<file path="src/rtl/max_tree_first_at_least_top_defines.svh">
// assertion helpers used by mtfa_ctrl
`ifndef MAX_TREE_FIRST_AT_LEAST_TOP_DEFINES_SVH
`define MAX_TREE_FIRST_AT_LEAST_TOP_DEFINES_SVH

// condition and consequence in the same cycle
`define MTFA_ASSERT_SAME(lbl, ante, cons) \
  lbl: assert property (@(posedge clk) disable iff (!rst_n) (ante) |-> (cons)) \
    else $error("mtfa assertion failed");

// consequence in the cycle after the condition
`define MTFA_ASSERT_NEXT(lbl, ante, cons) \
  lbl: assert property (@(posedge clk) disable iff (!rst_n) (ante) |=> (cons)) \
    else $error("mtfa assertion failed");

`endif

</file>
<file path="src/rtl/mtfa_pkg.sv">
package mtfa_pkg;

  localparam int DATA_W      = 32;
  localparam int IDX_W       = 10;
  localparam int IN_TDATA_W  = 80;
  localparam int OUT_TDATA_W = 16;

  // request kinds carried on in_tuser
  localparam logic OP_WRITE = 1'b0;
  localparam logic OP_QUERY = 1'b1;

  // commands from controller to datapath
  typedef struct packed {
    logic clr;       // write zero at clear counter, advance it
    logic load;      // capture accepted request
    logic wr_leaf;   // write value at leaf node
    logic rd_sib;    // read sibling of current node
    logic up;        // write parent maximum, move up
    logic rd_node;   // read current node
    logic check;     // record root compare
    logic rd_left;   // read left child of current node
    logic down;      // move to left or right child
    logic out_load;  // load result register
  } cmd_t;

  // status from datapath to controller
  typedef struct packed {
    logic clr_done;    // clear counter at last entry
    logic idx_ok;      // incoming leaf index within the tree
    logic near_root;   // parent of current node is the root
    logic last_inner;  // current node is on the level above the leaves
    logic ge;          // read data at least the held threshold
  } status_t;

endpackage

</file>
<file path="src/rtl/mtfa_ctrl.sv">
`include "max_tree_first_at_least_top_defines.svh"

module mtfa_ctrl
  import mtfa_pkg::*;
(
  input  logic    clk,
  input  logic    rst_n,
  input  logic    in_tvalid,
  input  logic    in_opcode,
  output logic    in_tready,
  input  logic    out_tready,
  output logic    out_tvalid,
  input  status_t status,
  output cmd_t    cmd
);

  typedef enum logic [9:0] {
    S_CLEAR = 10'b0000000001,
    S_IDLE  = 10'b0000000010,
    S_WLEAF = 10'b0000000100,
    S_WREAD = 10'b0000001000,
    S_WUP   = 10'b0000010000,
    S_QROOT = 10'b0000100000,
    S_QCHK  = 10'b0001000000,
    S_QREAD = 10'b0010000000,
    S_QSTEP = 10'b0100000000,
    S_DONE  = 10'b1000000000
  } state_t;

  state_t state_r, state_nxt;
  logic   out_valid_r, out_valid_nxt;
  logic   accept;

  assign in_tready = (state_r == S_IDLE);
  assign accept    = in_tvalid & in_tready;

  // sequencing of clear, write walk and query descent
  always_comb begin
    state_nxt = state_r;
    cmd       = '0;
    case (state_r)
      S_CLEAR: begin
        // clear counter held at entry zero while reset is asserted
        cmd.clr = rst_n;
        if (status.clr_done) begin
          state_nxt = S_IDLE;
        end
      end
      S_IDLE: begin
        if (accept) begin
          cmd.load = 1'b1;
          if (in_opcode == OP_QUERY) begin
            state_nxt = S_QROOT;
          end else if (status.idx_ok) begin
            state_nxt = S_WLEAF;
          end
        end
      end
      S_WLEAF: begin
        cmd.wr_leaf = 1'b1;
        state_nxt   = S_WREAD;
      end
      S_WREAD: begin
        cmd.rd_sib = 1'b1;
        state_nxt  = S_WUP;
      end
      S_WUP: begin
        cmd.up    = 1'b1;
        state_nxt = status.near_root ? S_IDLE : S_WREAD;
      end
      S_QROOT: begin
        cmd.rd_node = 1'b1;
        state_nxt   = S_QCHK;
      end
      S_QCHK: begin
        cmd.check = 1'b1;
        state_nxt = status.ge ? S_QREAD : S_DONE;
      end
      S_QREAD: begin
        cmd.rd_left = 1'b1;
        state_nxt   = S_QSTEP;
      end
      S_QSTEP: begin
        cmd.down  = 1'b1;
        state_nxt = status.last_inner ? S_DONE : S_QREAD;
      end
      S_DONE: begin
        if (!out_valid_r || out_tready) begin
          cmd.out_load = 1'b1;
          state_nxt    = S_IDLE;
        end
      end
      default: begin
        state_nxt = S_CLEAR;
      end
    endcase
  end

  // result valid flag
  always_comb begin
    out_valid_nxt = out_valid_r;
    if (cmd.out_load) begin
      out_valid_nxt = 1'b1;
    end else if (out_tready) begin
      out_valid_nxt = 1'b0;
    end
  end

  always_ff @(posedge clk) begin
    if (!rst_n) begin
      state_r     <= S_CLEAR;
      out_valid_r <= 1'b0;
    end else begin
      state_r     <= state_nxt;
      out_valid_r <= out_valid_nxt;
    end
  end

  assign out_tvalid = out_valid_r;

  // at most one memory write and one memory read per cycle
  `MTFA_ASSERT_SAME(a_one_write, 1'b1, $onehot0({cmd.clr, cmd.wr_leaf, cmd.up}))
  `MTFA_ASSERT_SAME(a_one_read, 1'b1, $onehot0({cmd.rd_node, cmd.rd_sib, cmd.rd_left}))
  // a pending result is never overwritten
  `MTFA_ASSERT_SAME(a_no_overwrite, cmd.out_load, !out_valid_r || out_tready)
  // an accepted query starts at the root
  `MTFA_ASSERT_NEXT(a_query_start, accept && (in_opcode == OP_QUERY), state_r == S_QROOT)

endmodule

</file>
<file path="config.mk">
export PLATFORM = sky130hd
export DESIGN_NAME = mtfa_ctrl
export DESIGN_NICKNAME = d
export VERILOG_FILES = /design/src/rtl/mtfa_pkg.sv /design/src/rtl/mtfa_ctrl.sv
export VERILOG_INCLUDE_DIRS = /design/src /design/src/rtl
export SDC_FILE = /design/constraint.sdc
export NUM_CORES = 1
export LEC_CHECK = 0
export BUFFER_PORTS_ARGS = -buffer_cell sky130_fd_sc_hd__buf_2
export CORE_MARGIN = 1.5
export CORE_UTILIZATION = 40
export DETAILED_ROUTE_END_ITERATION = 16
export SETUP_SLACK_MARGIN = 0.3
export SLEW_MARGIN = 5
export SYNTH_ARGS = -nofsm -noshare
export SYNTH_HDL_FRONTEND = slang
export SYNTH_SLANG_ARGS = --single-unit
</file>
<file path="constraint.sdc">
create_clock -name clk -period 2.4 [get_ports clk]
set_clock_uncertainty 0.15 [all_clocks]
set_input_delay 0.36 -clock clk [delete_from_list [all_inputs] [get_ports clk]]
set_output_delay 0.36 -clock clk [all_outputs]
set_load 0.1 [all_outputs]
</file>
==> summary.md, run 1 <==
| Metric | Value |
|---|---|
| DIE WIDTH | `roughly 48 um` |
| Vias | `952` |
| Antenna viol nets, final | `0` |
| Gp weighted congestion | `0.795` |
| Util after Layout | `80.4%` |
| Crit-path max FO | `3` |
| Net Count, Synth | `105` |
| Initial antenna violation count | `0` |
| Die Span Y | `about 48 um` |
| Post-synth top flop | `dfxtp_1` |
| Synth top area share | `around 27%` |
| Post-DP HPWL | `roughly 1700 um` |
| Max_slew headroom | `between 60% and 70%` |
| Placed insts | `between 100 and 150` |
| Endpoints failing setup | `0` |
| Post-Syn Area per Cell | `roughly 8.5 um2` |
| IO Pins | `22` |
| Iter 0 DRT Violations | `11` |
| Final net count | `~160` |
| Minimum clock period after layout | `approximately 2.3 ns` |
| Switching power | `around 300 uW` |
| DR vias/cell | `approximately 5.6` |
| Final hold violation count | `0` |
| Synth Register Bits | `11` |
| Port-buffer cells | `21` |
| CTS clk-pin slew, worst paths | `0.08 ns` |
| CP startpoint kind | `flop` |
| Worst VDD drop | `between 300 and 400 uV` |
| Ratio of cells with drive above 1 in the final layout | `between 60 and 70%` |
| Bufs on Longest Clock Path | `2` |
| DRC violations left | `0` |
| Leading area contributor after synthesis | `dfxtp_1` |
| CORE AREA | `approximately 0.002 mm2` |
| Antenna diode count | `0` |
| Setup ws final | `approximately 0.074 ns` |
| Fmax | `between 400 and 500 MHz` |
| Pre-CTS setup slack | `approximately 0.27 ns` |
| Vias in the first global route | `slightly above 800` |
| H-tree levels | `1` |
| CTS root buffer | `clkbuf_4` |
| DR pass1 iterations | `4` |
| LEAKAGE | `around 0.6 nW` |
| Clk pwr share | `between 15 and 20%` |
| Synth warn | `0` |
| Fin crit share | `between 90% and 100%` |
| Top post-synthesis cells by area | `dfxtp_1 27%, nor4_1 4.6%, inv_1 3.7%` |
| Hold Path Class | `in -> reg` |
| Pint | `about 480 uW` |
| Worst setup path class | `reg -> out` |
| Full die area | `0.00230 mm2` |
| Outcome | `completed` |
| CTS sink cnt | `11` |
| Sequential share of power | `a little over a quarter` |
| Comb power frac | `a little under three fifths` |
| Sequential share of the synthesized area | `27.2%` |
| RSZ-0062 raised after global routing | `true` |
| CTS tree | `built` |
| # rows | `16` |
| EDFF count, synth | `0` |
| All-Layer GR Usage | `23.6%` |
| Data required time of the worst path | `~1.9 ns` |
| TritonCTS buffer count | `3` |
| Post-Route WL | `roughly 2800 um` |
| Power Density | `498 mW/mm2` |
| Switching share of power | `between 30% and 40%` |
| Largest net degree at the start of global routing | `13` |
| Worst-Margin Slew | `roughly 0.6 ns` |
| WP data arrival | `approximately 1.8 ns` |
| Non-filler cells, final | `between 150 and 200` |
| Synthesized area | `between 800 and 900 um2` |
| Max cap viols | `0` |
| Clock latency at the later pin of the worst-skew pair | `roughly 0.28 ns` |
| Global-route wire length before repair | `3640 um` |
| Setup crit end kind | `output pin` |
| Initial Util | `between 40% and 50%` |
| Max-slew violations | `0` |
| Synth-to-Final Area Change | `92.9%` |
| Wirelength per Cell | `16.4 um` |
| Ys async rst share | `0%` |
| Synth unique cells | `48` |
| Pwr Total | `about 780 uW` |
| Synthesized instance count | `95` |
| Grt total ovfl | `0` |
logic make-up (layout without fill, tap and decap cells):
logic type,count (synthesis),in the layout,share of synthesized area (%)
and+or+nand+nor,52,52,44.2
AOI/OAI and AO/OA,17,17,18.1
buffers and inverters,13,62,8.35
DFF,11,11,27.2
xor gates and xnor gates,2,2,2.16
worst paths after layout:
| kind | startpoint | end | slack, ns | depth (start not counted) |
|---|---|---|---|---|
| hold / removal | in_opcode | state_r[2] | 0.13 | 2 |
| hold reg to reg | out_tvalid | out_tvalid | 0.42 | 2 |
| setup reg to reg | state_r[0] | state_r[1] | 0.27 | 12 |
| setup / recovery | state_r[0] | cmd[5] | 0.07 | 4 |
routing by layer:
metal | part of all wire (%) | track usage [%]
met1 | 40 | 28.7
met2 | 52 | 38.7
met3 | 4.9 | 6.42
met4 | 3.3 | 10.3
met5 | 0 | 0
placed cells by master (no fill, tap or decap), types with 2 or more instances in the layout:
cell type	netlist	routed
nor4_4	1	6
o21a_1	2	2
nor2_1	7	3
dfxtp_1	11	5
clkinvlp_4	0	2
clkbuf_4	0	3
buf_2	0	10
buf_4	1	22
nor4_1	6	2
nor3b_1	3	2
dfxtp_4	0	3
nand2b_1	2	2
dfxtp_2	0	3
buf_12	0	11
nor2_4	0	2
inv_1	8	6
nor2_2	0	2
nor3_2	1	3
nand2_1	6	4
nand4b_1	2	2
nand2_2	1	2
nor4b_2	0	2
buf_6	2	5
or4_4	2	2
flip-flops by register name, summed over array words and instances (netlist names):
register / flops
out_tvalid: 1
state_r: 10
stage by stage:
step                hold slack (ns)  setup TNS (ns)  cell area [um2]
detailed placement            0.374               0             1170
global route                  0.131               0             1560
CTS                           0.114         -0.0303             1390
floorplan                     0.287           -1.02              877
global placement              0.351               0             1170
finish                        0.128               0             1560
power groups by stage:
stage / Combinational (mW) / Clock [mW] / Sequential (mW)
2_1_floorplan: 0.222 / 0 / 0.205
3_3_place_gp: 0.263 / 0 / 0.216
3_5_place_dp: 0.267 / 0 / 0.216
4_1_cts: 0.362 / 0.134 / 0.202
5_1_grt: 0.457 / 0.145 / 0.205
6_report: 0.438 / 0.136 / 0.204
cells in the mapped netlist (2+ instances only):
library cell and count:
nor4_2 2, nor4b_1 3, nor3_1 4, nand4b_1 2
inv_1 8, o21a_1 2, a21oi_1 2, nand2_1 6
nor2_1 7, nor3b_1 3, nor4_1 6, or4_4 2
dfxtp_1 11, buf_6 2, nand2b_1 2
repair_timing:
action / CTS / global route
setup endpoints to repair: 11 / 18
cloned: 1 / 0
setup buffers: 13 / 10
gates resized for setup: 18 / 22
hold buffers: 0 / 0
pin swaps: 11 / 15
worst max-delay path, cell delays in order, from the launching register on:
cell and delay, ns:
dfxtp_4 0.35, or4_4 0.53, buf_4 0.16, nor4_4 0.27, buf_12 0.23
final cells by class:
type	instances	area (um2)
clock buffer	4	26.3
inverter	8	37.5
fill	126	380
timing repair buffer	50	539
multi-input combinational	71	689
tap	27	33.8
sequential	11	235
(Power assumes the default switching activity.)
==> inputs of run 2 (changes only) <==
Settings changed: CTS_BUF_LIST set to sky130_fd_sc_hd__clkbuf_8, PLACE_DENSITY set to 0.66.
Clock period 2.4 ns to 2.1 ns, I/O delays scaled along.
==> summary.md, run 2 (synthesis results as in run 1) <==
| Metric | Value |
|---|---|
| Clock latency at the later pin of the worst-skew pair | `0.24 ns` |
| Placed Instance Area | `0.00121 mm2` |
| Switching power | `337 uW` |
| Max cap viols | `0` |
| Post-Route WL | `2990 um` |
| Setup ws final | `-0.130 ns` |
| Clk pwr share | `25.0%` |
| Ratio of cells with drive above 1 in the final layout | `between 60 and 70%` |
| Initial Util | `between 40% and 50%` |
| CTS sink cnt | `11` |
| Comb power frac | `between 40% and 50%` |
| RSZ-0062 raised after global routing | `true` |
| WP data arrival | `1.77 ns` |
| Max_slew headroom | `between 60% and 70%` |
| Iter 0 DRT Violations | `21` |
| Switching share of power | `about two fifths` |
| Full die area | `about 0.0023 mm2` |
| Global-route wire length before repair | `~4000 um` |
| Sequential share of power | `about a quarter` |
| DRC violations left | `0` |
| Largest register by flop count | `state_r` |
| Minimum clock period after layout | `about 2.2 ns` |
| Antenna viol nets, final | `0` |
| Gp weighted congestion | `0.838` |
| Hold Buf Count CTS | `0` |
| Met3 Wirelength | `around 130 um` |
| Crit-path max FO | `2` |
| Multi-input logic area | `694 um2` |
| CTS clk-pin slew, worst paths | `about 0.05 ns` |
| Most common cell after layout, fill and taps aside | `buf_4` |
| Post-DP HPWL | `~1700 um` |
| Post-route cell area | `between 0.0015 and 0.002 mm2` |
| CP startpoint kind | `flop` |
| Power Density | `568 mW/mm2` |
| Pint | `538 uW` |
| Data required time of the worst path | `around 1.6 ns` |
| Wirelength per Cell | `~18 um` |
| Worst VDD drop | `618 uV` |
| Total of fill cells in the finished design | `about 130` |
| Sequential cell area | `about 230 um2` |
| Synth-to-Final Area Change | `90.3%` |
| Endpoints failing setup | `5` |
| WL met1 | `approximately 1200 um` |
| CTS root buffer | `clkbuf_8` |
| Fin crit share | `106%` |
| Failing checks | `negative setup slack` |
| Pre-CTS setup slack | `0.0689 ns` |
| Bufs on Longest Clock Path | `2` |
| Vias in the first global route | `just under 900` |
| All-Layer GR Usage | `between 20% and 30%` |
| DR pass1 iterations | `4` |
| CORE AREA | `around 0.0019 mm2` |
| LEAKAGE | `0.592 nW` |
| Hold Path Class | `in -> reg` |
| Setup crit end kind | `output pin` |
| CTS tree | `built` |
| Port-buffer cells | `21` |
| Initial antenna violation count | `0` |
| TritonCTS buffer count | `3` |
| Largest register FFs | `10` |
| Antenna diode count | `0` |
| Commonest cells after routing, fill and taps aside | `16 x buf_4, 11 x buf_12, 10 x buf_2` |
| Worst-Margin Slew | `around 0.55 ns` |
| Worst setup path class | `reg -> out` |
| Fmax | `approximately 450 MHz` |
| Pwr Total | `approximately 880 uW` |
| DR vias/cell | `slightly below 6` |
| Metal2 WL | `1590 um` |
| Grt total ovfl | `0` |
| # rows | `16` |
| Vias | `~1,000` |
| Die Span Y | `around 48 um` |
| H-tree levels | `1` |
| Max-slew violations | `0` |
| IO Pins | `22` |
| DR top layer | `met4` |
| Largest net degree at the start of global routing | `13` |
| DIE WIDTH | `roughly 48 um` |
| Final hold violation count | `0` |
| Final net count | `between 150 and 200` |
| Outcome | `finished with violations` |
-- run 2: cell type report --
cell class / instances / share of cell area, %
clock buffers: 3 / 2.68
well taps: 27 / 2.19
repair buffers: 46 / 32.4
flip-flops and latches: 11 / 14.9
inverters: 8 / 2.44
multi-input cells: 71 / 45.1
clock inverters: 1 / 0.244
-- run 2: power groups by stage --
stage	registers [mW]	logic, mW	clock network [mW]
after global routing	0.227	0.450	0.227
after floorplan	0.234	0.253	0
after global placement	0.231	0.336	0
final	0.227	0.429	0.219
after CTS	0.226	0.381	0.213
after detailed placement	0.231	0.341	0
-- run 2: timing repair --
item / 4_1_cts / 5_1_grt
pin swaps: 11 / 7
setup endpoints to repair: 18 / 21
hold endpoints to repair: 0 / 0
resized for setup: 19 / 17
setup buffers: 11 / 6
-- run 2: through the flow --
step	cells	util (%)	setup TNS [ns]	hold slack (ns)
after floorplan	95	-	-2.86	0.242
after global placement	146	62.2	0	0.340
after detailed placement	146	62.2	0	0.353
after CTS	161	73.3	-0.439	0.122
after global routing	167	79.3	-0.597	0.150
final	167	79.3	-0.337	0.141
-- run 2: worst max-delay path, cell delays in order (launching register included) --
cell and delay, ns:
dfxtp_2 0.31, or4_4 0.54, or3_4 0.37, nor2_4 0.12, buf_12 0.18
-- run 2: final timing paths --
path / from / cells after the start / slack (ns) / to
setup / recovery: state_r[0] / 4 / -0.13 / cmd[4]
hold / removal: in_opcode / 2 / 0.14 / state_r[2]
hold reg to reg: out_tvalid / 2 / 0.44 / out_tvalid
setup reg to reg: state_r[6] / 9 / 0.10 / state_r[1]
-- run 2: metal layers --
layer	track usage, %	vias up
met5	0	-
met1	31.1	492
met2	42.7	29
met4	11.9	0
li1	-	448
met3	6.04	10
